<file path="config.mk">
export PLATFORM = sky130hd
export DESIGN_NAME = triangle_primitive_assembly_core
export DESIGN_NICKNAME = d
export VERILOG_FILES = /design/src/hw/rtl/tpa_pkg.sv /design/src/hw/rtl/triangle_primitive_assembly_core.sv /design/src/hw/rtl/tpa_assembler.sv /design/src/hw/rtl/tpa_emit_stage.sv
export SDC_FILE = /design/constraint.sdc
export NUM_CORES = 1
export LEC_CHECK = 0
export ABC_AREA = 1
export BUFFER_PORTS_ARGS = -buffer_cell sky130_fd_sc_hd__clkbuf_2
export CAP_MARGIN = 20
export CELL_PAD_IN_SITES_DETAIL_PLACEMENT = 1
export CELL_PAD_IN_SITES_GLOBAL_PLACEMENT = 1
export CORE_MARGIN = 2
export CORE_UTILIZATION = 46
export CTS_CLUSTER_DIAMETER = 120
export CTS_CLUSTER_SIZE = 24
export DETAILED_ROUTE_END_ITERATION = 12
export PLACE_DENSITY = 0.83
export SLEW_MARGIN = 10
export SYNTH_ARGS = -nofsm -noshare
export SYNTH_HDL_FRONTEND = slang
export SYNTH_SLANG_ARGS = --single-unit
</file>
<file path="constraint.sdc">
create_clock -name i_clk -period 6.84 [get_ports i_clk]
set_clock_uncertainty 0.15 [all_clocks]
set_input_delay 0.684 -clock i_clk [delete_from_list [all_inputs] [get_ports i_clk]]
set_output_delay 0.684 -clock i_clk [all_outputs]
set_load 0.02 [all_outputs]
</file>
<file path="src/hw/rtl/tpa_pkg.sv">
// Shared types and constants for the triangle primitive assembly block.
package tpa_pkg;

    // Width of a vertex index field on the ports.
    localparam int VTX_W = 32;
    // Number of low index bits that take part in assembly.
    localparam int INDEX_BITS = 32;

    typedef enum logic [1:0] {
        PRIM_LIST  = 2'd0,
        PRIM_STRIP = 2'd1,
        PRIM_FAN   = 2'd2,
        PRIM_OTHER = 2'd3
    } t_prim_type;

    typedef enum logic [1:0] {
        CFG_PRIM_TYPE    = 2'd0,
        CFG_VERTEX_LIMIT = 2'd1,
        CFG_BASE_OFFSET  = 2'd2
    } t_cfg_index;

    // Triangle formed from one index, before the range check and offset.
    typedef struct packed {
        logic             valid;
        logic [VTX_W-1:0] a;
        logic [VTX_W-1:0] b;
        logic [VTX_W-1:0] c;
    } t_tri_cand;

endpackage

</file>
<file path="src/hw/rtl/triangle_primitive_assembly_core.sv">
// Top level of the triangle primitive assembly block.
//
// This block turns a stream of vertex indices into triangles given as index
// triples. The primitive type register picks triangle list (groups of three,
// a trailing partial group is dropped), triangle strip (one triangle per index
// from the third on, first two corners swapped on odd positions) or triangle
// fan (first index, previous index, current index); the fourth type emits
// nothing. A triangle is sent only when all three raw corners are below the
// vertex limit, and the base offset is then added to each corner, wrapping at
// 32 bits. An index with tlast set ends the primitive and clears the state.
// One index is accepted every clock cycle unless the input is stalled: an
// item is held in the input register, where the assembly state and the corner
// compare and offset adders work on it, and the triangle is then loaded into
// the result register, from which the output takes it. Only a triangle held in
// the result register while the output is not ready stalls the input. The
// output ready feeds input ready combinationally through one stage of gating.
// Configuration registers must be written only while no item is in flight;
// a prim_type write does not clear the assembly state.
module triangle_primitive_assembly_core (
    input  logic                        i_clk,
    input  logic                        i_rst_n,

    input  logic                        i_cfg_we,
    input  logic [1:0]                  i_cfg_index,
    input  logic [tpa_pkg::VTX_W-1:0]   i_cfg_data,

    input  logic                        s_axis_tvalid,
    output logic                        s_axis_tready,
    // Fields from bit 0 up: vertex_index[31:0].
    input  logic [tpa_pkg::VTX_W-1:0]   s_axis_tdata,
    input  logic                        s_axis_tlast,

    output logic                        m_axis_tvalid,
    input  logic                        m_axis_tready,
    // Fields from bit 0 up: corner_a[31:0], corner_b[63:32], corner_c[95:64].
    output logic [3*tpa_pkg::VTX_W-1:0] m_axis_tdata
);

    tpa_pkg::t_prim_type       r_prim_type;
    logic [tpa_pkg::VTX_W-1:0] r_vertex_limit;
    logic [tpa_pkg::VTX_W-1:0] r_base_offset;

    logic                      r_in_valid;
    logic [tpa_pkg::VTX_W-1:0] r_in_index;
    logic                      r_in_last;

    logic                      w_stage_ready;
    logic                      w_advance;
    logic [tpa_pkg::VTX_W-1:0] w_index;
    tpa_pkg::t_tri_cand        w_cand;

    // Configuration writes; an index beyond the register list is ignored.
    always_ff @(posedge i_clk) begin
        if (!i_rst_n) begin
            r_prim_type    <= tpa_pkg::PRIM_LIST;
            r_vertex_limit <= '0;
            r_base_offset  <= '0;
        end else if (i_cfg_we) begin
            case (i_cfg_index)
                tpa_pkg::CFG_PRIM_TYPE:    r_prim_type    <= tpa_pkg::t_prim_type'(i_cfg_data[1:0]);
                tpa_pkg::CFG_VERTEX_LIMIT: r_vertex_limit <= i_cfg_data;
                tpa_pkg::CFG_BASE_OFFSET:  r_base_offset  <= i_cfg_data;
                default: begin
                end
            endcase
        end
    end

    // The input register moves on whenever the result register can take its item.
    assign w_advance     = r_in_valid && w_stage_ready;
    assign s_axis_tready = !r_in_valid || w_stage_ready;

    always_ff @(posedge i_clk) begin
        if (!i_rst_n) begin
            r_in_valid <= 1'b0;
        end else if (s_axis_tready) begin
            r_in_valid <= s_axis_tvalid;
        end
    end

    always_ff @(posedge i_clk) begin
        if (s_axis_tvalid && s_axis_tready) begin
            r_in_index <= s_axis_tdata;
            r_in_last  <= s_axis_tlast;
        end
    end

    // Only the low index bits take part in assembly.
    assign w_index = tpa_pkg::VTX_W'(r_in_index[tpa_pkg::INDEX_BITS-1:0]);

    tpa_assembler u_assembler (
        .i_clk       (i_clk),
        .i_rst_n     (i_rst_n),
        .i_advance   (w_advance),
        .i_index     (w_index),
        .i_last      (r_in_last),
        .i_prim_type (r_prim_type),
        .o_cand      (w_cand)
    );

    tpa_emit_stage u_emit_stage (
        .i_clk          (i_clk),
        .i_rst_n        (i_rst_n),
        .i_take         (w_advance),
        .i_cand         (w_cand),
        .i_vertex_limit (r_vertex_limit),
        .i_base_offset  (r_base_offset),
        .o_ready        (w_stage_ready),
        .m_axis_tvalid  (m_axis_tvalid),
        .m_axis_tready  (m_axis_tready),
        .m_axis_tdata   (m_axis_tdata)
    );

endmodule

</file>
<file path="src/hw/rtl/tpa_assembler.sv">
// Primitive state tracking and triangle formation for list, strip and fan modes.
module tpa_assembler (
    input  logic                       i_clk,
    input  logic                       i_rst_n,
    input  logic                       i_advance,
    input  logic [tpa_pkg::VTX_W-1:0]  i_index,
    input  logic                       i_last,
    input  tpa_pkg::t_prim_type        i_prim_type,
    output tpa_pkg::t_tri_cand         o_cand
);

    logic [tpa_pkg::VTX_W-1:0] r_first, n_first;
    logic [tpa_pkg::VTX_W-1:0] r_older, n_older;
    logic [tpa_pkg::VTX_W-1:0] r_newer, n_newer;
    logic [1:0]                r_phase, n_phase;
    logic                      r_odd,   n_odd;

    always_comb begin
        n_first = r_first;
        n_older = r_older;
        n_newer = r_newer;
        n_phase = r_phase;
        n_odd   = ~r_odd;
        o_cand  = '{valid: 1'b0, a: r_older, b: r_newer, c: i_index};

        if (i_prim_type == tpa_pkg::PRIM_LIST) begin
            case (r_phase)
                2'd0: begin
                    n_older = i_index;
                    n_phase = 2'd1;
                end
                2'd1: begin
                    n_newer = i_index;
                    n_phase = 2'd2;
                end
                default: begin
                    o_cand.valid = 1'b1;
                    n_phase      = 2'd0;
                end
            endcase
        end else begin
            if (r_phase inside {2'd2, 2'd3}) begin
                case (i_prim_type)
                    tpa_pkg::PRIM_STRIP: begin
                        o_cand.valid = 1'b1;
                        if (r_odd) begin
                            // Odd positions swap the first two corners to keep winding.
                            o_cand.a = r_newer;
                            o_cand.b = r_older;
                        end
                    end
                    tpa_pkg::PRIM_FAN: begin
                        o_cand.valid = 1'b1;
                        o_cand.a     = r_first;
                    end
                    default: begin
                        o_cand.valid = 1'b0;
                    end
                endcase
            end else begin
                if (r_phase == 2'd0) begin
                    n_first = i_index;
                end
                n_phase = r_phase + 2'd1;
            end
            n_older = r_newer;
            n_newer = i_index;
        end

        if (i_last) begin
            n_first = '0;
            n_older = '0;
            n_newer = '0;
            n_phase = 2'd0;
            n_odd   = 1'b0;
        end
    end

    always_ff @(posedge i_clk) begin
        if (!i_rst_n) begin
            r_first <= '0;
            r_older <= '0;
            r_newer <= '0;
            r_phase <= 2'd0;
            r_odd   <= 1'b0;
        end else if (i_advance) begin
            r_first <= n_first;
            r_older <= n_older;
            r_newer <= n_newer;
            r_phase <= n_phase;
            r_odd   <= n_odd;
        end
    end

    a_phase_range: assert property (@(posedge i_clk) disable iff (!i_rst_n)
        r_phase != 2'd3)
        else $error("position phase left its range");

    a_last_clears: assert property (@(posedge i_clk) disable iff (!i_rst_n)
        (i_advance && i_last) |=> (r_phase == 2'd0 && !r_odd && r_first == '0))
        else $error("state not cleared after end of list");

    a_parity_flips: assert property (@(posedge i_clk) disable iff (!i_rst_n)
        (i_advance && !i_last) |=> (r_odd != $past(r_odd)))
        else $error("position parity did not toggle");

endmodule

</file>
<file path="src/hw/rtl/tpa_emit_stage.sv">
// Corner range check, offset add and result register with output handshake.
module tpa_emit_stage (
    input  logic                        i_clk,
    input  logic                        i_rst_n,
    input  logic                        i_take,
    input  tpa_pkg::t_tri_cand          i_cand,
    input  logic [tpa_pkg::VTX_W-1:0]   i_vertex_limit,
    input  logic [tpa_pkg::VTX_W-1:0]   i_base_offset,
    output logic                        o_ready,
    output logic                        m_axis_tvalid,
    input  logic                        m_axis_tready,
    output logic [3*tpa_pkg::VTX_W-1:0] m_axis_tdata
);

    logic                        r_valid;
    logic [3*tpa_pkg::VTX_W-1:0] r_data;
    logic                        w_keep;

    assign o_ready = !r_valid || m_axis_tready;
    assign w_keep  = i_cand.valid
                  && (i_cand.a < i_vertex_limit)
                  && (i_cand.b < i_vertex_limit)
                  && (i_cand.c < i_vertex_limit);

    always_ff @(posedge i_clk) begin
        if (!i_rst_n) begin
            r_valid <= 1'b0;
        end else if (i_take) begin
            r_valid <= w_keep;
        end else if (m_axis_tready) begin
            r_valid <= 1'b0;
        end
    end

    // Sums wrap at the index width.
    always_ff @(posedge i_clk) begin
        if (i_take && w_keep) begin
            r_data <= {i_cand.c + i_base_offset,
                       i_cand.b + i_base_offset,
                       i_cand.a + i_base_offset};
        end
    end

    assign m_axis_tvalid = r_valid;
    assign m_axis_tdata  = r_data;

endmodule
</file>
==> After elaboration in Yosys (flattened, before gate mapping) <==
Cells that the tools add are included.
W data, S select, Z words.
{ "totals": {"word_cells": 82, "ff_bits": 296, "out_inout_bits": 98} }
{ "op_classes": {"eq_ne": 12, "bitwise": 1, "order_cmp": 3, "reduce_logical": 25, "add_sub_neg": 4, "muxes": 24} }
{ "ops": {"columns": ["cell", "n"], "rows": [
  ["$mux W32", 10],
  ["$mux W64", 2],
  ["$add A32 B32 Y32", 3],
  ["$lt A32 B32 Y1", 3],
  ["$mux W65", 1],
  ["$pmux W32 S2", 1],
  ["$reduce_and A2 Y1", 6],
  ["$eq A2 B2 Y1 const B", 4],
  ["$eq A2 B1 Y1 const B", 3],
  ["$logic_and A1 B1 Y1", 6],
  ["$logic_not A2 Y1", 3],
  ["$mux W1", 6],
  ["$mux W2", 3],
  ["$ne A3 B3 Y1 const B", 2],
  ["$reduce_bool A2 Y1", 3],
  ["$ne A2 B2 Y1 const B", 2],
  ["$pmux W2 S2", 1],
  ["$reduce_and A4 Y1", 1],
  ["$reduce_or A2 Y1", 2],
  ["$ne A3 B2 Y1 const B", 1],
  ["$add A2 B1 Y2 const B", 1],
  ["$logic_not A1 Y1", 2],
  ["$logic_or A1 B1 Y1", 2],
  ["$not A1 Y1", 1]
]} }

==> Longest topological paths before layout <==
{ "logic_depth": {"word_depth": 10, "depth_mapped": 23, "depth_no_buf": 21} }

==> Hierarchy <==
A second synthesis with hierarchy kept.
{ "unflattened": {"cells_unflattened": 2887, "hier_area_um2": 20530.9} }
{ "modules_own_cells": {"columns": ["mod", "seq_area_each_um2", "n_inst", "area_each_um2", "cells_per_inst"], "rows": [
  ["tpa_emit_stage", 2902.8, 1, 10740.3, 1380],
  ["tpa_assembler", 1981.9, 1, 5975.7, 1045],
  ["triangle_primitive_assembly_core", 2332.2, 1, 3814.9, 462]
]} }

==> Worst setup path after synthesis <==
No wires, ideal clock.
{ "synth_timing": {"kind": "flip-flop to flip-flop", "from": "reg r_prim_type[0]", "to": "reg u_emit_stage.r_data (netlist bit u_emit_stage.m_axis_tdata[0]), enable pin", "path_buffers": 1, "period_less_slack_ps": 5009, "required_ps": 6240, "setup_time_ps": 450, "slack_ps": 1831, "arrival_time_ps": 4409, "path_stages_with_launch": 20, "cell_sequence": "dfxtp_1 -> inv_1 -> ha_1 -> inv_2 -> nand2_1 -> nor2_2 -> buf_1 -> nand2_1 -> o21ai_0 -> ha_1 -> nand2_1 -> inv_1 -> o21ai_0 -> a21oi_1 -> o21ai_0 -> nand2_1 -> nand3b_1 -> nor2_1 -> nand3_2 -> inv_1"} }
{ "synth_between": {"elab_chain_cells": 9, "elab_cells_between_ends": 16} }
{ "synth_lines": {"columns": ["item", "line_no", "text"], "rows": [
  ["start, declared", "triangle_primitive_assembly_core.sv:39", "tpa_pkg::t_prim_type r_prim_type;"],
  ["start signal, assigned", "triangle_primitive_assembly_core.sv:55", "r_prim_type <= tpa_pkg::PRIM_LIST;"],
  ["start signal, assigned", "triangle_primitive_assembly_core.sv:60", "tpa_pkg::CFG_PRIM_TYPE: r_prim_type <= tpa_pkg::t_prim_type'(i_cfg_data[1:0]);"],
  ["$eq A2 B2 Y1 / $eq A2 B1 Y1 (equally long branches)", "tpa_assembler.sv:43", "case (i_prim_type)"],
  ["$pmux W32 S2 / $reduce_or A2 Y1 (equally long branches)", null, null],
  ["$mux W65 / $mux W1 (equally long branches)", "tpa_assembler.sv:42, tpa_assembler.sv:43", null],
  ["$mux W64 / $mux W65 (equally long branches)", "tpa_assembler.sv:26, tpa_assembler.sv:42", null],
  ["$lt A32 B32 Y1 / $mux W1 (equally long branches)", "tpa_emit_stage.sv:21, tpa_assembler.sv:26", null],
  ["$logic_and A1 B1 Y1", "tpa_emit_stage.sv:21", "&& (i_cand.a < i_vertex_limit)"],
  ["$logic_and A1 B1 Y1 *", "tpa_emit_stage.sv:22", "&& (i_cand.b < i_vertex_limit)"],
  ["$logic_and A1 B1 Y1 *", "tpa_emit_stage.sv:23", "&& (i_cand.c < i_vertex_limit);"],
  ["$logic_and A1 B1 Y1 *", "tpa_emit_stage.sv:37", "if (i_take && w_keep) begin"],
  ["end signal, assigned", "tpa_emit_stage.sv:38", "r_data <= {i_cand.c + i_base_offset,"],
  ["end, declared", "tpa_emit_stage.sv:16", "logic [3*tpa_pkg::VTX_W-1:0] r_data;"]
]} }
Every way passes the cells marked *; elsewhere a longest branch is shown, timed or not.
A chain may end at the register's enable or synchronous reset.

==> Worst setup path after layout <==
{ "layout_timing": {"from": "reg r_prim_type[0]", "to": "reg u_emit_stage.r_data (netlist bit u_emit_stage.m_axis_tdata[85]), enable pin"} }
Same word-level chain as after synthesis.

==> flow_results.org <==
** Outcome
- The flow ran to the end, and the final reports show no timing, DRC or antenna violations.

** Route
- Dividing the detail-routed wire length by the instance count gives between 20 and 25 microns.
- Routed wire length :: roughly 63000 microns
- The routed design uses 4440 microns of met3 wire.
- Drt first pass iters :: 5
- Detailed Route Iter0 Violations :: 1213
- Across all layers, the routed design uses 16808 vias.
- M1 WL :: 29600 microns
- After detailed routing, no signal wire sits above met4.
- In the detailed route, the total length drawn on met2 is 27500 microns.
- In the routed layout, each cell is associated on average with a via count of ~5.8.
- Antenna-violating nets left :: 0
- For this run, design rule violations remaining after detail routing come to 0.

** STA
- Pins Over Slew Limit :: 0
- Setup TNS :: 0 ns
- At the pin with the least slew margin, the transition time is 1.12 ns.
- The worst path in the final design needs a cycle of 5.06 ns, including I/O delays and setup.
- Portion of the clock cycle consumed by the worst path in the final layout :: 74.0%
- Count of final setup violators :: 0
- Maximum achievable frequency :: 197 MHz
- Unrepaired setup endpoints after global routing :: false
- Worst-case hold slack :: between 0.1 and 0.15 ns
- Final-report hold violation count :: 0
- Headroom to the max-slew limit came out at 25.2%.

** CTS
- The clock reaches the later pin of the worst-skew pair after 0.56 ns.
- CTS tree :: done
- TritonCTS Buffers :: 16
- In this run the post-CTS setup repair buffer count came out at 0.
- Number of H-tree branching levels :: 1
- Max Root-Sink Buffers :: 3
- In this run, post-CTS repair resized a total of 0 instances.
- Sink Count :: 296
- CTS Root Cell :: clkbuf_16
- After clock tree synthesis, the clock-pin slew on the worst setup and hold paths is 0.10 ns.
- Post-CTS Hold Buffers :: 0

** Power and ir drop
- Total power :: 3.94 mW
- Total power per unit cell area :: 195 mW/mm^2
- Max rail drop VDD :: 0.141 mV
- In this run the static leakage power is 8.87 nW.

** Place
- Buffers placed on the I/O ports in this run total about 170.
- Placed insts :: 2870
- Routability Congestion :: 0.960
- Once detailed placement completed, the half-perimeter wirelength came to 49600 microns.

** Min path
- The worst hold path belongs to the class in -> reg.
- Worst Hold Path Cells :: 1
- Worst hold path startpoint :: s_axis_tdata[23]
- The worst hold path terminates at r_in_index[23].

** Finish
- Count of nets after finishing :: 2634
- Post-route core utilization :: approximately 51%
- Compared with the post-synthesis result, the final layout area differs by 9.93%.
- Antenna diodes :: 0
- Non-filler instance count after layout :: 2900
- Of the cells placed in the final design, the portion with a size suffix greater than 1 is about 11%.

** Yosys
- Post-synthesis instance area :: between 0.015 and 0.02 sq mm
- Synthesis inferred 296 register bits.
- Avg Cell Area, Syn :: 8.17 sq um
- After Yosys synthesis, and, or, nand and nor cells account for 14.4% of the synthesized area.
- Main combinational cell family by area after synthesis :: compound AO/OA/AOI/OAI gates
- Of the total synthesized cell area, the portion taken by XOR and XNOR cells is 3.96%.
- Number of enable flip-flop cells after synthesis :: 129
- Share of synthesized area spent on multiplexers :: 0%
- Proportion of synthesized flip-flops having asynchronous set or reset :: 0%
- Counting every net in the synthesized netlist gives 2514.
- In the synthesized netlist the dominant register cell turns out to be dfxtp_1.
- Yosys Warn Count :: 0
- Of the synthesized area, sequential elements account for 39.3%.
- Unique cell type count in the Yosys netlist :: 59
- Of the total synthesized cell area, the portion taken by full adders, half adders and majority gates is 13.6%.
- The cell count after synthesis came out at 2245.
- Compound-Gate Fraction of Synth Area :: between 20% and 30%

** Die
- In this run the core area contains 73 standard-cell rows.
- The region available for standard cell placement spans slightly below 0.04 sq mm.
- Ports :: between 150 and 200
- The die is 204 microns wide.
- In this run the vertical extent of the chip is 204 microns.
- Initial core utilization :: between 40% and 50%
- The die covers between 0.04 and 0.05 sq mm.

** Global routing
- The number of global-route vias before repair is 17009.
- Entering global routing, the biggest net connects 131 pins.
- The initial antenna violation count is 1.
- Summed over all layers, the global routing overflow is 0.
- In the global route stage, overall resource usage came out at 30.2%.
- First-pass GRT wire length :: 97000 microns

** Critical path
- Counting cells, the worst reg-to-reg path comes to 17.
- The worst register-to-register path ends at u_emit_stage.m_axis_tdata[85].
- In this run the critical register-to-register path is launched from r_prim_type[0].
- Ordered list of cells on the worst path :: inv_1, ha_1, buf_4, nor2_4, nand2_4, o21ai_0, ha_1, a21oi_1, o21ai_0, nand4_1, nand3_1, nor2_1, nand3b_1, nor2_1, nand3_2, inv_4, buf_12
- The largest single stage delay on the critical path is 0.66 ns.
- Across all register-to-register paths, the minimum setup slack is 1.78 ns.
- Crit Path Max Fanout :: 63
- The worst setup path is captured at a register.
- The worst setup path is launched from a register.
- Critical path buffers and inverters :: 4
- Required time worst endpoint :: 6.90 ns
- Kind of critical path :: reg -> reg
- Worst path arrival time :: 5.13 ns
- For this design, the slowest cell found on the critical path is o21ai_0.
- Family with the most delay on the worst path :: simple AND/OR/NAND/NOR gates
- Launch point of the critical path :: r_prim_type[0]

** Flow run
- Max cap viols :: 0
[cell usage in the layout (no fill, tap or decap), drive strengths merged]
master	netlist	layout
a211oi	25	25
o21a	9	9
o31ai	2	2
o211ai	4	4
and3	1	1
xnor2	22	22
nor3b	1	1
o21bai	14	14
buf	15	17
nor2	166	166
o21ai	310	310
a21boi	7	7
a221oi	2	2
o221ai	1	1
xor2	61	61
dfxtp	167	167
a21o	16	16
fa	3	3
nand2	369	369
clkinv	0	1
and2	2	2
clkbuf	68	194
nand3	50	50
o22ai	1	1
ha	194	194
inv	241	242
a21oi	291	291
nor3	20	20
edfxtp	129	129
nand3b	1	1
a31oi	7	7
nor4	4	4
o221a	3	3
a32o	14	14
a2111oi	1	1
nand4	21	21
o2111ai	2	2
nor4b	1	1
[metrics by stage]
| step | setup WS [ns] | instance area [sq um] |
|---|---|---|
| after global routing | 1.48 | 20200 |
| final | 1.78 | 20200 |
| after CTS | 1.47 | 20100 |
| after detailed placement | 1.52 | 19700 |
| after floorplan | 1.83 | 18300 |
| after global placement | 1.85 | 19700 |
[synthesized netlist by cell type, types with 5 or more instances]
cell type,instances,area (sq um)
nand2_1,363,1360
o21ai_0,282,1410
a21oi_1,277,1390
inv_1,234,878
ha_1,194,2430
dfxtp_1,167,3340
nor2_1,161,604
edfxtp_1,129,3870
clkbuf_1,68,255
xor2_1,61,534
nand3_1,47,235
a211oi_1,25,188
xnor2_1,22,193
nand4_1,21,131
nor3_1,19,95.1
o21ai_1,19,95.1
a21o_1,14,105
a32o_1,14,140
a21oi_2,13,114
o21a_1,9,67.6
o21ai_2,9,78.8
o21bai_1,9,67.6
buf_2,7,35.0
inv_2,7,26.3
a21boi_0,5,37.5
a31oi_1,5,31.3
buf_1,5,18.8
[flip-flops by register name, summed over array words and instances, names as in the netlist]
name and count:
u_assembler.r_newer 32, r_prim_type 2, r_in_index 32, u_assembler.r_first 32
u_assembler.r_odd 1, u_assembler.r_older 32, r_vertex_limit 32, r_in_last 1
u_emit_stage.m_axis_tvalid 1, u_assembler.r_phase 2, r_in_valid 1, r_base_offset 32
u_emit_stage.m_axis_tdata 96
[power by group]
group	total, mW	leakage, nW	switching (mW)	internal, mW
combinational	0.847	6.08	0.568	0.279
clock	1.08	0.223	0.623	0.456
sequential	2.01	2.57	0.0728	1.94
[cell type report]
class                           instances  area, sq um
Multi-Input combinational cell       1625         9910
Clock inverter                          2         32.5
Timing Repair Buffer                  185         1000
Clock buffer                           26          438
Inverter                              241          907
Sequential cell                       296         7220
Fill cell                            4880        19400
Tap cell                              525          657
[worst max-delay path by stage]
| stage | end | cells after the start |
|---|---|---|
| 2_1_floorplan | u_emit_stage.m_axis_tdata[0] | 19 |
| 3_3_place_gp | u_emit_stage.m_axis_tdata[94] | 20 |
| 3_5_place_dp | u_emit_stage.m_axis_tdata[49] | 20 |
| 4_1_cts | u_emit_stage.m_axis_tdata[85] | 20 |
| 5_1_grt | u_emit_stage.m_axis_tdata[85] | 19 |
| 6_report | u_emit_stage.m_axis_tdata[85] | 17 |
[kinds of logic after synthesis]
group / after synthesis
XOR/XNOR: 83
AO/OA/AOI/OAI: 709
AND/OR/NAND/NOR: 636
adder cells (fa/ha/maj): 197
flip-flops: 296
buffers and inverters: 324
[metal layers]
layer | up-vias | global-route usage, %
li1 | 7956 | -
met1 | 8244 | 43.4
met2 | 535 | 47.1
met3 | 73 | 4.81
met4 | 0 | 7.74
met5 | - | 0
(Power assumes the default switching activity.)
